### config.mk
export PLATFORM = sky130hd
export DESIGN_NAME = sorted_priority_queue
export DESIGN_NICKNAME = d
export VERILOG_FILES = /design/src/design/spq_pkg.sv /design/src/design/spq_ram.sv /design/src/design/spq_ctrl.sv /design/src/design/spq_outq.sv /design/src/design/sorted_priority_queue.sv
export SDC_FILE = /design/constraint.sdc
export NUM_CORES = 1
export LEC_CHECK = 0
export BUFFER_PORTS_ARGS = -buffer_cell sky130_fd_sc_hd__buf_2
export CORE_ASPECT_RATIO = 1.75
export CORE_UTILIZATION = 45
export DETAILED_ROUTE_END_ITERATION = 10
export GPL_TIMING_DRIVEN = 0
export SYNTH_ARGS = -nofsm -noshare
export SYNTH_HDL_FRONTEND = slang
export SYNTH_SLANG_ARGS = --single-unit
### constraint.sdc
create_clock -name aclk -period 5.65 [get_ports aclk]
set_input_delay 0.8475 -clock aclk [delete_from_list [all_inputs] [get_ports aclk]]
set_output_delay 0.8475 -clock aclk [all_outputs]
set_load 0.05 [all_outputs]
### src/design/spq_pkg.sv
package spq_pkg;

    // Queue geometry.
    localparam int DEPTH = 16;
    localparam int AW    = (DEPTH > 1) ? $clog2(DEPTH) : 1;
    localparam int CW    = $clog2(DEPTH + 1);

    // Field widths.
    localparam int KEY_W = 16;
    localparam int TAG_W = 16;
    localparam int OCC_W = 5;
    localparam int ST_W  = 2;
    localparam int ENT_W = KEY_W + TAG_W;

    // Request kinds.
    localparam logic REQ_ENQ = 1'b0;
    localparam logic REQ_DEQ = 1'b1;

    // Result status codes.
    localparam logic [ST_W-1:0] STAT_OK    = 2'd0;
    localparam logic [ST_W-1:0] STAT_FULL  = 2'd1;
    localparam logic [ST_W-1:0] STAT_EMPTY = 2'd2;

    typedef logic [AW-1:0] addr_t;
    typedef logic [CW-1:0] count_t;

    // One result beat as it travels from the sequencer to the output queue.
    typedef struct packed {
        logic [ST_W-1:0]  status;
        logic [KEY_W-1:0] key;
        logic [TAG_W-1:0] tag;
        logic [OCC_W-1:0] occupancy;
    } result_t;

    // Physical slot of the logical position off, counted from the head of the ring.
    function automatic addr_t ring_add(addr_t head, addr_t off);
        logic [AW:0] sum;
        sum = {1'b0, head} + {1'b0, off};
        if (sum >= (AW + 1)'(DEPTH)) begin
            sum = sum - (AW + 1)'(DEPTH);
        end
        return sum[AW-1:0];
    endfunction

    // Occupancy is reported in its low bits.
    function automatic logic [OCC_W-1:0] to_occ(count_t cnt);
        return OCC_W'(cnt);
    endfunction

endpackage

### src/design/spq_ram.sv
module spq_ram #(
    parameter int DATA_W = 32,
    parameter int ADDR_W = 4,
    parameter int WORDS  = 16
) (
    input  logic              aclk,
    input  logic              wr_en,
    input  logic [ADDR_W-1:0] wr_addr,
    input  logic [DATA_W-1:0] wr_data,
    input  logic              rd_en,
    input  logic [ADDR_W-1:0] rd_addr,
    output logic [DATA_W-1:0] rd_data
);

    logic [DATA_W-1:0] mem [WORDS];

    // One write port and one registered read port.
    always_ff @(posedge aclk) begin
        if (wr_en) begin
            mem[wr_addr] <= wr_data;
        end
        if (rd_en) begin
            rd_data <= mem[rd_addr];
        end
    end

endmodule

### src/design/spq_ctrl.sv
module spq_ctrl (
    input  logic                            aclk,
    input  logic                            aresetn,
    input  logic                            req_valid,
    output logic                            req_ready,
    input  logic                            req_type,
    input  logic [spq_pkg::KEY_W-1:0]       req_key,
    input  logic [spq_pkg::TAG_W-1:0]       req_tag,
    input  logic                            res_room,
    output logic                            res_valid,
    output spq_pkg::result_t                res_data
);

    localparam logic [1:0] ST_IDLE = 2'd0;
    localparam logic [1:0] ST_SCAN = 2'd1;
    localparam logic [1:0] ST_INS  = 2'd2;
    localparam logic [1:0] ST_DEQ  = 2'd3;

    logic [1:0]                    state_reg, state_next;
    spq_pkg::addr_t                head_reg, head_next;
    spq_pkg::count_t               count_reg, count_next;
    spq_pkg::addr_t                cur_reg, cur_next;
    logic [spq_pkg::KEY_W-1:0]     key_reg, key_next;
    logic [spq_pkg::TAG_W-1:0]     tag_reg, tag_next;

    logic                          wr_en;
    spq_pkg::addr_t                wr_addr;
    logic [spq_pkg::ENT_W-1:0]     wr_data;
    logic                          rd_en;
    spq_pkg::addr_t                rd_addr;
    logic [spq_pkg::ENT_W-1:0]     rd_data;
    logic [spq_pkg::KEY_W-1:0]     rd_key;
    logic [spq_pkg::TAG_W-1:0]     rd_tag;
    logic                          accept;

    // Entries are stored as {tag, key}, held in a ring that starts at the head.
    spq_ram #(
        .DATA_W (spq_pkg::ENT_W),
        .ADDR_W (spq_pkg::AW),
        .WORDS  (spq_pkg::DEPTH)
    ) u_ram (
        .aclk    (aclk),
        .wr_en   (wr_en),
        .wr_addr (wr_addr),
        .wr_data (wr_data),
        .rd_en   (rd_en),
        .rd_addr (rd_addr),
        .rd_data (rd_data)
    );

    assign rd_key    = rd_data[spq_pkg::KEY_W-1:0];
    assign rd_tag    = rd_data[spq_pkg::ENT_W-1:spq_pkg::KEY_W];
    assign req_ready = (state_reg == ST_IDLE) && res_room;
    assign accept    = req_valid && req_ready;

    // Sequencer: an enqueue walks from the tail toward the head, moving every entry
    // whose key is not greater than the new key one slot back, then drops the new
    // entry into the gap. A dequeue reads the head and advances it.
    always_comb begin
        state_next = state_reg;
        head_next  = head_reg;
        count_next = count_reg;
        cur_next   = cur_reg;
        key_next   = key_reg;
        tag_next   = tag_reg;
        wr_en      = 1'b0;
        wr_addr    = head_reg;
        wr_data    = {tag_reg, key_reg};
        rd_en      = 1'b0;
        rd_addr    = head_reg;
        res_valid  = 1'b0;
        res_data   = '{status: spq_pkg::STAT_OK, key: '0, tag: '0,
                       occupancy: spq_pkg::to_occ(count_reg)};

        unique case (state_reg)
            ST_IDLE: begin
                if (accept) begin
                    res_valid = 1'b1;
                    if (req_type == spq_pkg::REQ_ENQ) begin
                        if (count_reg == spq_pkg::CW'(spq_pkg::DEPTH)) begin
                            res_data.status = spq_pkg::STAT_FULL;
                        end else begin
                            count_next = count_reg + spq_pkg::CW'(1);
                            res_data.occupancy = spq_pkg::to_occ(count_next);
                            key_next = req_key;
                            tag_next = req_tag;
                            if (count_reg == '0) begin
                                // Empty queue: the new entry becomes the head.
                                wr_en   = 1'b1;
                                wr_addr = head_reg;
                                wr_data = {req_tag, req_key};
                            end else begin
                                cur_next   = spq_pkg::AW'(count_reg - spq_pkg::CW'(1));
                                rd_en      = 1'b1;
                                rd_addr    = spq_pkg::ring_add(head_reg, cur_next);
                                state_next = ST_SCAN;
                            end
                        end
                    end else begin
                        if (count_reg == '0) begin
                            res_data.status = spq_pkg::STAT_EMPTY;
                        end else begin
                            // The result leaves once the head entry has been read.
                            res_valid  = 1'b0;
                            rd_en      = 1'b1;
                            rd_addr    = head_reg;
                            state_next = ST_DEQ;
                        end
                    end
                end
            end
            ST_SCAN: begin
                wr_en   = 1'b1;
                wr_addr = spq_pkg::ring_add(head_reg, cur_reg + spq_pkg::AW'(1));
                if (rd_key <= key_reg) begin
                    // Move this entry back by one and look at the one ahead.
                    wr_data = rd_data;
                    if (cur_reg == '0) begin
                        state_next = ST_INS;
                    end else begin
                        cur_next = cur_reg - spq_pkg::AW'(1);
                        rd_en    = 1'b1;
                        rd_addr  = spq_pkg::ring_add(head_reg, cur_next);
                    end
                end else begin
                    wr_data    = {tag_reg, key_reg};
                    state_next = ST_IDLE;
                end
            end
            ST_INS: begin
                // Every stored key was not greater: the new entry takes the head slot.
                wr_en      = 1'b1;
                wr_addr    = head_reg;
                wr_data    = {tag_reg, key_reg};
                state_next = ST_IDLE;
            end
            ST_DEQ: begin
                res_valid  = 1'b1;
                count_next = count_reg - spq_pkg::CW'(1);
                head_next  = spq_pkg::ring_add(head_reg, spq_pkg::AW'(1));
                res_data   = '{status: spq_pkg::STAT_OK, key: rd_key, tag: rd_tag,
                               occupancy: spq_pkg::to_occ(count_next)};
                state_next = ST_IDLE;
            end
            default: begin
                state_next = ST_IDLE;
            end
        endcase
    end

    // Control state resets; the held request needs none.
    always_ff @(posedge aclk) begin
        if (!aresetn) begin
            state_reg <= ST_IDLE;
            head_reg  <= '0;
            count_reg <= '0;
            cur_reg   <= '0;
        end else begin
            state_reg <= state_next;
            head_reg  <= head_next;
            count_reg <= count_next;
            cur_reg   <= cur_next;
        end
    end

    always_ff @(posedge aclk) begin
        key_reg <= key_next;
        tag_reg <= tag_next;
    end

endmodule

### src/design/spq_outq.sv
module spq_outq (
    input  logic              aclk,
    input  logic              aresetn,
    input  logic              push,
    input  spq_pkg::result_t  push_data,
    output logic              room,
    output logic              out_valid,
    input  logic              out_ready,
    output spq_pkg::result_t  out_data
);

    logic              out_valid_reg, out_valid_next;
    logic              skid_valid_reg, skid_valid_next;
    spq_pkg::result_t  out_data_reg;
    spq_pkg::result_t  skid_data_reg;
    logic              pop;
    logic              load_out;
    logic              load_skid;

    assign pop       = out_valid_reg && out_ready;
    assign room      = !skid_valid_reg;
    assign out_valid = out_valid_reg;
    assign out_data  = out_data_reg;

    // A pushed beat lands in the output register when it is free, or draining with the
    // skid slot empty; otherwise in the skid slot.
    assign load_out  = push && (!out_valid_reg || (pop && !skid_valid_reg));
    assign load_skid = push && !load_out;

    // Two-beat output queue: the output register and a skid slot behind it.
    always_comb begin
        out_valid_next  = out_valid_reg;
        skid_valid_next = skid_valid_reg;
        if (pop) begin
            if (skid_valid_reg) begin
                skid_valid_next = 1'b0;
            end else begin
                out_valid_next = 1'b0;
            end
        end
        if (load_out) begin
            out_valid_next = 1'b1;
        end
        if (load_skid) begin
            skid_valid_next = 1'b1;
        end
    end

    always_ff @(posedge aclk) begin
        if (!aresetn) begin
            out_valid_reg  <= 1'b0;
            skid_valid_reg <= 1'b0;
        end else begin
            out_valid_reg  <= out_valid_next;
            skid_valid_reg <= skid_valid_next;
        end
    end

    always_ff @(posedge aclk) begin
        if (pop && skid_valid_reg) begin
            out_data_reg <= skid_data_reg;
        end
        if (load_out) begin
            out_data_reg <= push_data;
        end
        if (load_skid) begin
            skid_data_reg <= push_data;
        end
    end

endmodule

### src/design/sorted_priority_queue.sv
// Sorted priority queue of spq_pkg::DEPTH entries, largest key at the head.
// Request channel (s_): s_tuser carries the request kind (0 enqueue, 1 dequeue),
// s_tdata carries the key and tag. Every request beat gives one result beat.
// Result channel (m_): m_tuser carries the status (0 ok, 1 enqueue dropped because
// the queue is full, 2 dequeue on an empty queue), m_tdata the dequeued key and tag
// (zero otherwise) and the occupancy after the request.
// Entries live in a ring in one RAM with a registered read port; the head pointer
// makes a dequeue one read. A dequeue reads the head when its beat is taken and
// pushes its result once the read is done. An enqueue result is pushed when its
// beat is taken; the insert then walks the RAM from the tail, one entry a cycle,
// moving back the stored keys not greater than the new key, and the block takes no
// new request until it ends. An enqueue into an empty queue writes the head slot
// directly. A drop or an empty dequeue pushes its result when its beat is taken.
// Reset (aresetn low, synchronous) empties the queue and the result queue; the RAM
// itself is not cleared. A stalled receiver is absorbed by a two-beat result queue;
// s_tready drops while that queue holds two beats.
module sorted_priority_queue (
    input  logic        aclk,
    input  logic        aresetn,
    input  logic        s_tvalid,
    output logic        s_tready,
    input  logic [31:0] s_tdata,   // key [15:0], tag [31:16]
    input  logic [0:0]  s_tuser,   // req_type [0]
    output logic        m_tvalid,
    input  logic        m_tready,
    output logic [39:0] m_tdata,   // out_key [15:0], out_tag [31:16], occupancy [36:32]
    output logic [1:0]  m_tuser    // status [1:0]
);

    logic              res_valid;
    logic              res_room;
    spq_pkg::result_t  res_data;
    spq_pkg::result_t  out_data;

    spq_ctrl u_ctrl (
        .aclk      (aclk),
        .aresetn   (aresetn),
        .req_valid (s_tvalid),
        .req_ready (s_tready),
        .req_type  (s_tuser[0]),
        .req_key   (s_tdata[15:0]),
        .req_tag   (s_tdata[31:16]),
        .res_room  (res_room),
        .res_valid (res_valid),
        .res_data  (res_data)
    );

    spq_outq u_outq (
        .aclk      (aclk),
        .aresetn   (aresetn),
        .push      (res_valid),
        .push_data (res_data),
        .room      (res_room),
        .out_valid (m_tvalid),
        .out_ready (m_tready),
        .out_data  (out_data)
    );

    // Pack the result beat.
    assign m_tdata = {3'b000, out_data.occupancy, out_data.tag, out_data.key};
    assign m_tuser = out_data.status;

endmodule

After elaboration in Yosys (flattened, before gate mapping)
Memory sizes are Yosys's and may differ from the RTL's. A register that Yosys moved wholly into a read port is not among the register bits.
Index checks and enable logic that the tools add are counted.
{"block": "totals", "register_bits": 127, "ramBits": 512, "inputBits": 37, "elab_cells": 140, "mem_count": 1}
{"block": "classes", "add_sub_neg": 12, "n_lt_le_gt_ge": 5, "eq_ne": 13, "muxes": 67, "n_bitwise": 2, "reduce_logical": 24}
{"memory": "u_ctrl.u_ram.mem", "words": 16, "width": 32, "read_ports": 1, "rd_ports_with_merged_regs": 1, "wr": 1, "line_no": "spq_ram.sv:15", "rtl": "logic [DATA_W-1:0] mem [WORDS];"}
{"cell": "2-to-1 mux 32 bit", "count": 6}
{"cell": "2-to-1 mux 39 bit", "count": 2}
{"cell": "2-to-1 mux 4 bit", "count": 17}
{"cell": "case mux 32 bit (2 select lines)", "count": 1}
{"cell": "2-to-1 mux 2 bit", "count": 11}
{"cell": ">= comparator 5 bit, second input constant", "count": 4}
{"cell": "2-to-1 mux 1 bit", "count": 20}
{"cell": "subtractor 4 x 1 -> 4 bit, second input constant", "count": 5}
{"cell": "<= comparator 16 bit", "count": 1}
{"cell": "case mux 4 bit (2 select lines)", "count": 2}
{"cell": "adder 4 x 4 -> 5 bit", "count": 3}
{"cell": "2-to-1 mux 5 bit", "count": 3}
{"cell": "!= test 2 bit, second input constant", "count": 5}
{"cell": "case mux 5 bit (2 select lines)", "count": 1}
{"cell": "AND reduction 4 bit", "count": 2}
{"cell": "nonzero test 2 bit", "count": 4}
{"cell": "logical AND 1 bit", "count": 7}
{"cell": "AND reduction 7 bit", "count": 1}
{"cell": "!= test 3 bit, second input constant", "count": 2}
{"cell": "case mux 1 bit (2 select lines)", "count": 3}
{"cell": "case mux 2 bit (3 select lines)", "count": 1}
{"cell": "adder 4 x 1 -> 5 bit, second input constant", "count": 1}
{"cell": "adder 5 x 1 -> 5 bit, second input constant", "count": 1}
{"cell": "equality test 5 bit, second input constant", "count": 1}
{"cell": "13 further kinds", "count": 19}

Longest topological paths before layout
Gate-level depths: netlist of the first run.
{"block": "logic_depth", "depth_word": 9, "depth_mapped": 15}

Cells and area by module
A second synthesis of the first run with hierarchy kept.
{"block": "unflattened", "cells_unflattened": 1480, "hier_area_um2": 27402.5}
{"module": "spq_ram", "instances": 1, "cells_per_inst": 838, "area_each_um2": 20155.6, "seq_area_each_um2": 16335.7}
{"module": "spq_ctrl", "instances": 1, "cells_per_inst": 501, "area_each_um2": 4242.8, "seq_area_each_um2": 1261.2}
{"module": "spq_outq", "instances": 1, "cells_per_inst": 137, "area_each_um2": 2977.9, "seq_area_each_um2": 2382.3}
{"module": "sorted_priority_queue", "instances": 1, "cells_per_inst": 4, "area_each_um2": 26.3, "seq_area_each_um2": 0.0}

Least setup slack after synthesis of the first run
No wires, ideal clock.
{"block": "synth_path", "path_kind": "register -> register", "from": "register u_ctrl.cur_reg[0]", "to": "memory u_ctrl.u_ram.mem[13][0] (enable)", "arrival_ps": 3474, "slack_ps": 1755, "path_stages_with_launch": 11, "n_path_buf": 0, "path_cell_list": "dfxtp_1 inv_1 ha_1 ha_1 a21o_1 a21oi_1 xnor2_1 nand2_1 xor2_1 or2_2 nor2_1"}
{"block": "synth_via", "elab_chain_cells": 5, "word_cells_on_any_way": 6, "classes_between": "add/sub (3); order compare (1); mux (2)"}
{"item": "start: declaration", "line_no": "spq_ctrl.sv:22", "rtl": "spq_pkg::addr_t cur_reg, cur_next;"}
{"item": "start signal: assignment", "line_no": "spq_ctrl.sv:162", "rtl": "cur_reg <= cur_next;"}
{"item": "adder 4 x 1 -> 4 bit (*)", "line_no": "spq_ctrl.sv:114", "rtl": "wr_addr = spq_pkg::ring_add(head_reg, cur_reg + spq_pkg::AW'(1));"}
{"item": "adder 4 x 4 -> 5 bit (*)", "line_no": "spq_pkg.sv:38", "rtl": "sum = {1'b0, head} + {1'b0, off};"}
{"item": "subtractor 4 x 1 -> 4 bit / >= comparator 5 bit (equally long branches)", "line_no": "spq_pkg.sv:40, spq_pkg.sv:39"}
{"item": "2-to-1 mux 4 bit (*)", "line_no": "spq_pkg.sv:39", "rtl": "if (sum >= (AW + 1)'(DEPTH)) begin"}
{"item": "2-to-1 mux 4 bit (*)"}
{"item": "end: declaration", "line_no": "spq_ram.sv:15"}
Every way passes the cells marked *; elsewhere a longest branch is shown, timed or not.

Worst setup path after layout of the first run
{"block": "layout_path", "from": "register u_ctrl.u_ram.rd_data[5], read port of u_ctrl.u_ram.mem", "to": "register u_ctrl.u_ram.rd_data[3], read port of u_ctrl.u_ram.mem (data pin)"}
{"block": "layout_via", "elab_chain_cells": 3, "word_cells_on_any_way": 5, "classes_between": "order compare (1); mux (4)"}
{"item": "start: declaration", "line_no": "spq_ram.sv:12", "rtl": "output logic [DATA_W-1:0] rd_data"}
{"item": "<= comparator 16 bit (*)", "line_no": "spq_ctrl.sv:115", "rtl": "if (rd_key <= key_reg) begin"}
{"item": "2-to-1 mux 4 bit / 2-to-1 mux 1 bit (equally long branches)", "line_no": "spq_ctrl.sv:115"}
{"item": "case mux 4 bit (2 select lines) / case mux 1 bit (2 select lines) (equally long branches)", "line_no": "spq_ctrl.sv:75", "rtl": "unique case (state_reg)"}
Marks and branches as above.
A chain may end at the register's enable or synchronous reset.

==> reports/metrics.csv, run 1 <==
stage,metric,value,unit
status,status,finished clean,
place,Port Buffers,76,
synth,Synth Instances,1939,
route,Pre-Repair DR Iteration Count,5,
hold_path,hold path start,s_tdata[30],
sta,Least-Margin Pin Slew,1.363,ns
worst_setup_path,Crit-path slowest cell,o31ai_4,
sta,unrepaired setup endpoints after global routing,false,
layout,share of layout cells above drive strength 1,14.77,%
clocking,Num CTS Buffers,58,
worst_setup_path,required time worst endpoint,6.13,ns
synth,Unique masters post-synth,75,
worst_setup_path,worst r2r dst,u_ctrl.u_ram.rd_data[3],
route,DRT antenna net count,0,
clocking,Bufs on Longest Clock Path,3,
sta,max-slew violations,0,
layout,fin cells,2946,
synth,Post-synth ARST share,0,%
hold_path,Hold Path End,u_ctrl.tag_reg[14],
floorplanning,Die H,334.4,um
floorplanning,DIE AREA,64180,sq um
floorplanning,core area,62370,sq um
layout,Filler cells,5169,
global_routing,GRT Overall Usage,24.34,%
pwr,leak pwr,10.89,nW
synth,"Seq/Total Area, Yosys",70.32,%
synth,mapped cell area,28410,sq um
layout,"most common cell after layout, fill and taps aside",edfxtp_1,
sta,hold slack,0.4054,ns
layout,Synth-to-Final Area Change,13.14,%
global_routing,vias in the first global route,18360,
sta,FMAX,207.1,MHz
layout,max reg flops,512,
place,detailed placement HPWL,56340,um
clocking,hold buffers post-CTS,0,
hold_path,worst hold path depth,1,
clocking,clk_lat worst skew,0.63,ns
floorplanning,IO Pins,81,
route,total number of vias,17530,
synth,"Avg Cell Area, Syn",14.65,sq um
layout,"commonest cells after routing, fill and taps aside","654 x edfxtp_1, 193 x nand2_1, 109 x buf_2, 95 x clkbuf_1, 82 x a21oi_1",
floorplanning,Initial Util,45.55,%
sta,Final Hold Vio Count,0,
hold_path,Hold WC Path Type,in2reg,
layout,Final #Nets,2169,
sta,Layout Skew,0.02068,ns
clocking,CTS Sinks,671,
worst_setup_path,worst path cell trace,ha_1 -> nand4_1 -> nor3_1 -> o21a_1 -> nor4b_2 -> o31ai_4 -> clkbuf_1 -> clkbuf_1 -> a221oi_1 -> o32ai_1 -> a211o_1,
clocking,buffers inserted by post-CTS timing repair,0,
worst_setup_path,FF-to-FF path depth,11,
worst_setup_path,Most common cell on crit path,clkbuf_1,
pwr,worst IR drop on VDD,0.4010,mV
sta,Worst slew margin,8.456,%
route,Routed WL per cell,26.22,um
place,placed cell count,2835,
sta,setup ws final,0.8220,ns
pwr,Overall Power,15.38,mW
global_routing,initial antenna violation count,0,
clocking,H-tree depth,2,
synth,"Primary FF master, synth",edfxtp_1,
clocking,TritonCTS clock tree,done,
worst_setup_path,Startpoint Class,flop,
sta,part of the cycle the worst path needs,85.45,%
floorplanning,row count,121,
clocking,post_cts resized,0,
worst_setup_path,CP Class,reg2reg,
sta,crit path time final,4.828,ns
synth,Yosys warning count,0,
pwr,PD cells,478.6,nW/um^2
worst_setup_path,Worst Path Max Fanout,10,
clocking,"Reg clk slew, reported paths",0.07,ns
worst_setup_path,reg-to-reg startpoint,u_ctrl.u_ram.rd_data[5],
clocking,Root Buffer,clkbuf_16,
worst_setup_path,reg-to-reg setup timing slack,0.82,ns
worst_setup_path,WP data arrival,5.31,ns
route,Iteration-0 DRC Markers,1405,
synth,#FFs+latches synth,671,
global_routing,first-pass GRT wire length,114400,um
global_routing,GRT overflow,0,
route,Residual DRC,0,
run,Max Cap Viol,0,
worst_setup_path,Crit. End Element,flop,
route,Routed WL,77250,um
place,Place WS,0.9102,ns
sta,Fin Setup TNS,0,ns
synth,number of synthesized flops with an enable pin,654,
route,Via density,5.951,
sta,endpoints failing setup,0,
place,RePlAce Congestion,0.8857,
floorplanning,die width,191.9,um
global_routing,largest net degree at the start of global routing,33,
worst_setup_path,CP peak stage delay,0.77,ns
-- logic make-up (layout without fill, tap and decap cells) --
logic type	count (synthesis)	after routing	share of synthesized area [%]
flops	671	671	70.32
compound gates	496	496	13.62
simple gates	429	429	7.601
buf+inv	217	422	3.488
mux	72	72	2.766
fa+ha+maj	36	36	1.665
xor+xnor	17	17	0.5241
other cells	1	4	0.01320
-- Yosys cell counts (all sizes together), types with 7 or more instances --
master | number | area [sq um]
and3 | 65 | 406.6
ha | 33 | 412.9
a21o | 7 | 52.55
nor2b | 9 | 56.30
clkbuf | 85 | 320.3
nand4 | 7 | 58.81
a222oi | 32 | 320.3
o32ai | 65 | 576.8
edfxtp | 654 | 19640
nor2 | 40 | 150.1
o21ai | 21 | 108.9
xnor2 | 10 | 87.58
a32oi | 32 | 280.3
xor2 | 7 | 61.31
a221oi | 64 | 560.5
and2 | 76 | 475.5
nand3 | 8 | 40.04
a21oi | 85 | 440.4
a211o | 32 | 280.3
dfxtp | 17 | 340.3
inv | 70 | 262.8
a21boi | 66 | 499.2
mux2i | 36 | 376.6
nor3 | 7 | 35.03
buf | 62 | 407.9
o211ai | 34 | 255.2
a211oi | 35 | 262.8
mux2 | 36 | 409.1
nand2 | 196 | 740.7
-- through the flow --
stage / cell area (sq um) / utilization [%]
finish: 32140 / 51.53
global route: 32140 / 51.53
CTS: 32140 / 51.53
detailed placement: 30320 / 48.61
global placement: 29800 / 47.77
floorplan: 28420 / -
-- power breakdown --
part,total (mW),internal (mW),switching (mW)
combinational,4.76,1.36,3.40
clock,3.88,2.06,1.82
sequential,6.74,6.57,0.175
total,15.4,9.99,5.39
-- final cells by class --
class	count	area, sq um	area share, %
clock buffers	70	1518	4.722
diodes	1	2.502	0.007785
well taps	799	999.7	3.110
flip-flops and latches	671	19980	62.15
clock inverters	40	304.0	0.9459
repair buffers	95	760.7	2.367
inverters	70	262.8	0.8174
multi-input cells	1053	7590	23.61
plain buffers	147	728.2	2.265
-- critical path, delay by kind of cell (launching register included) --
kind	cells	cell delay, ns
adders and majority gates	1	0.38
buffers and inverters	2	1.11
DFF	1	0.54
and+or+nand+nor	3	0.65
AOI/OAI and AO/OA	5	1.97
-- how the worst max path moves through the flow --
stage                       startpoint                       end  slack [ns]  cells past startpoint
2_1_floorplan        u_ctrl.cur_reg[0]   u_ctrl.u_ram.mem[13][0]        1.76                     10
3_3_place_gp                  s_tvalid   u_ctrl.u_ram.mem[5][23]       -0.53                      7
3_5_place_dp   u_ctrl.u_ram.rd_data[5]  u_ctrl.u_ram.rd_data[27]        0.91                     12
4_1_cts        u_ctrl.u_ram.rd_data[5]  u_ctrl.u_ram.rd_data[27]        0.90                     12
5_1_grt              u_ctrl.cur_reg[0]  u_ctrl.u_ram.rd_data[29]        0.78                     13
6_report       u_ctrl.u_ram.rd_data[5]   u_ctrl.u_ram.rd_data[3]        0.82                     11
-- layer usage --
metal | global-route usage [%] | routed length, um | up-vias
met5 | 0 | 0 | -
met4 | 12.02 | 3729 | 0
met3 | 2.763 | 3432 | 185
met2 | 46.72 | 42920 | 569
met1 | 25.66 | 27170 | 8856
li1 | - | - | 7922
(Power assumes the default switching activity.)
==> run 2, diff against run 1 <==
--- a/config.mk
+++ b/config.mk
@@ -10,6 +10,8 @@
 export CORE_UTILIZATION = 45
 export DETAILED_ROUTE_END_ITERATION = 10
 export GPL_TIMING_DRIVEN = 0
+export SETUP_SLACK_MARGIN = 0.4
 export SYNTH_ARGS = -nofsm -noshare
 export SYNTH_HDL_FRONTEND = slang
+export SYNTH_HIERARCHICAL = 1
 export SYNTH_SLANG_ARGS = --single-unit
==> reports/metrics.csv, run 2 <==
stage,metric,value,unit
pwr,P_sw,4.809,mW
sta,Worst slew margin,16.60,%
synth,Synth top cells by count,"654 x edfxtp_1, 128 x mux4_2, 74 x a22oi_1",
layout,fin cells,2487,
pwr,Overall Power,15.03,mW
route,Via density,5.984,
global_routing,GRT Overall Usage,24.12,%
route,Pre-Repair DR Iteration Count,7,
global_routing,initial antenna violation count,1,
worst_setup_path,worst path cell trace,ha_1 -> a21oi_1 -> o21ai_0 -> a21oi_1 -> a31oi_4 -> or4_1 -> o311ai_1 -> buf_2 -> buf_1 -> mux4_2 -> a22oi_1 -> nand2_1,
route,Iteration-0 DRC Markers,1336,
pwr,sequential share of power,44.7,%
sta,Least-Margin Pin Slew,1.243,ns
clocking,TritonCTS clock tree,done,
synth,Yosys warning count,6,
layout,multi-input logic area,6934,sq um
floorplanning,IO Pins,81,
floorplanning,Initial Util,45.55,%
synth,Yosys top cell by area,edfxtp_1,
layout,final instance area,31510,sq um
layout,Synth-to-Final Area Change,14.98,%
sta,max-slew violations,0,
synth,Post-synth ARST share,0,%
pwr,share of power burned in combinational logic,27.9,%
clocking,H-tree depth,2,
floorplanning,DIE AREA,61930,sq um
clocking,Bufs on Longest Clock Path,3,
global_routing,GRT overflow,0,
worst_setup_path,Crit. End Element,flop,
hold_path,Hold WC Path Type,in2reg,
layout,Seq. cell area,19980,sq um
pwr,leak pwr,10.30,nW
sta,part of the cycle the worst path needs,89.45,%
global_routing,first-pass GRT wire length,106100,um
route,DRT antenna net count,0,
synth,Unique masters post-synth,68,
worst_setup_path,WP data arrival,5.40,ns
worst_setup_path,Startpoint Class,flop,
layout,Filler cells,4850,
route,Routed WL per cell,29.53,um
worst_setup_path,Crit-path slowest cell,buf_1,
floorplanning,die width,188.5,um
synth,"Primary FF master, synth",edfxtp_1,
synth,#FFs+latches synth,671,
place,DP Area,29560,sq um
synth,Synth Instances,1480,
sta,Final Hold Vio Count,0,
floorplanning,core area,60150,sq um
sta,FMAX,197.9,MHz
sta,endpoints failing setup,0,
hold_path,worst hold path depth,1,
clocking,CTS Sinks,671,
sta,Layout Skew,0.02263,ns
sta,unrepaired setup endpoints after global routing,true,
route,Routed WL,73440,um
pwr,Int Pwr,10.22,mW
worst_setup_path,required time worst endpoint,6.00,ns
place,Port Buffers,77,
synth,most numerous cell in the Yosys netlist,edfxtp_1,
sta,crit path time final,5.054,ns
global_routing,vias in the first global route,15440,
route,Residual DRC,0,
worst_setup_path,CP Class,reg2reg,
floorplanning,row count,119,
pwr,Sw Ratio,32.00,%
clocking,Root Buffer,clkbuf_16,
sta,Fin Setup TNS,0,ns
clocking,Num CTS Buffers,58,
place,RePlAce Congestion,0.9101,
synth,main area contributors after synthesis,"edfxtp_1 72%, mux4_2 11%, a22oi_1 2.0%",
layout,max reg flops,512,
synth,"Avg Cell Area, Syn",18.52,sq um
worst_setup_path,CP peak stage delay,0.83,ns
layout,n_diodes,0,
place,placed cell count,2382,
layout,share of layout cells above drive strength 1,25.57,%
clocking,"Reg clk slew, reported paths",0.07,ns
worst_setup_path,Most common cell on crit path,a21oi_1,
pwr,PD cells,477.1,nW/um^2
clocking,hold buffers post-CTS,0,
layout,"commonest cells after routing, fill and taps aside","654 x edfxtp_1, 128 x mux4_2, 89 x buf_2, 74 x a22oi_1, 67 x nand2_1",
layout,Final Util,52.38,%
floorplanning,Die H,328.4,um
worst_setup_path,FF-to-FF path depth,12,
synth,mapped cell area,27400,sq um
global_routing,largest net degree at the start of global routing,28,
synth,Synth top area share,71.67,%
route,total number of vias,14880,
pwr,clock share of power,27.4,%
place,detailed placement HPWL,49400,um
layout,"most common cell after layout, fill and taps aside",edfxtp_1,
status,status,finished clean,
worst_setup_path,Worst Path Max Fanout,10,
synth,number of synthesized flops with an enable pin,654,
run,Max Cap Viol,0,
layout,Final #Nets,1729,
pwr,worst IR drop on VDD,0.5051,mV
synth,"Seq/Total Area, Yosys",72.91,%
clocking,clk_lat worst skew,0.62,ns
## run 2: cell type report
class                      count  area share (%)
buffer                        88           1.442
clock buffer                  69           4.805
clock inverter                36           1.350
inverter                      52          0.6195
multi-input combinational    671           22.01
sequential                   671           63.41
tap                          786           3.121
timing repair buffer         114           3.241
## run 2: metal layers
metal,share of wire (%),wire length (um),global-route usage [%]
met5,0.018,13,0
met3,5.2,3854,2.721
met2,53,38940,43.39
met1,37,27410,29.18
met4,4.4,3220,10.38
## run 2: path summary, 6_finish.rpt
kind                      startpoint                  endpoint  slack (ns)
min reg2reg        u_ctrl/cur_reg[0]         u_ctrl/cur_reg[0]        0.52
max          u_ctrl/u_ram/rd_data[5]  u_ctrl/u_ram/rd_data[10]        0.60
max reg2reg  u_ctrl/u_ram/rd_data[5]  u_ctrl/u_ram/rd_data[10]        0.60
min                       s_tdata[2]         u_ctrl/key_reg[2]        0.43
## run 2: metrics by stage
| stage | setup slack [ns] | hold slack, ns |
|---|---|---|
| 5_1_grt | 0.4001 | 0.4090 |
| 3_5_place_dp | 0.4811 | 0.5049 |
| 2_1_floorplan | 0.4586 | 0.4765 |
| 4_1_cts | 0.4689 | 0.4099 |
| 3_3_place_gp | -3.839 | 0.4970 |
| 6_report | 0.5959 | 0.4273 |
## run 2: what timing repair did
item	in CTS	in global routing
buffers inserted	0	0
gates resized for setup	0	3
setup endpoints to repair	0	12
## run 2: cell families (layout without fill, tap and decap cells)
family          after synthesis  after routing  share of synthesized area [%]
flops                       671            671                          72.91
fa+ha+maj                    36             36                          1.726
buf+inv                     140            359                          2.342
xor+xnor                     16             16                         0.5114
other cells                   1              3                        0.01368
simple gates                216            216                          4.109
compound gates              231            231                          6.055
mux                         169            169                          12.33
## run 2: power by group through the flow
stage	combinational, mW	clock, mW	sequential, mW
after CTS	4.21	4.19	6.72
after floorplan	2.25	0	7.30
after detailed placement	4.20	0	6.82
after global placement	3.91	0	6.86
final	4.20	4.12	6.72
after global routing	4.46	4.35	6.75
## run 2: critical path, delay by kind of cell (launching register included)
family	cells	cell delay (ns)
adders and majority gates	1	0.31
buffers and inverters	2	1.23
DFF	1	0.42
and+or+nand+nor	2	0.66
AOI/OAI and AO/OA	6	1.71
muxes	1	0.44
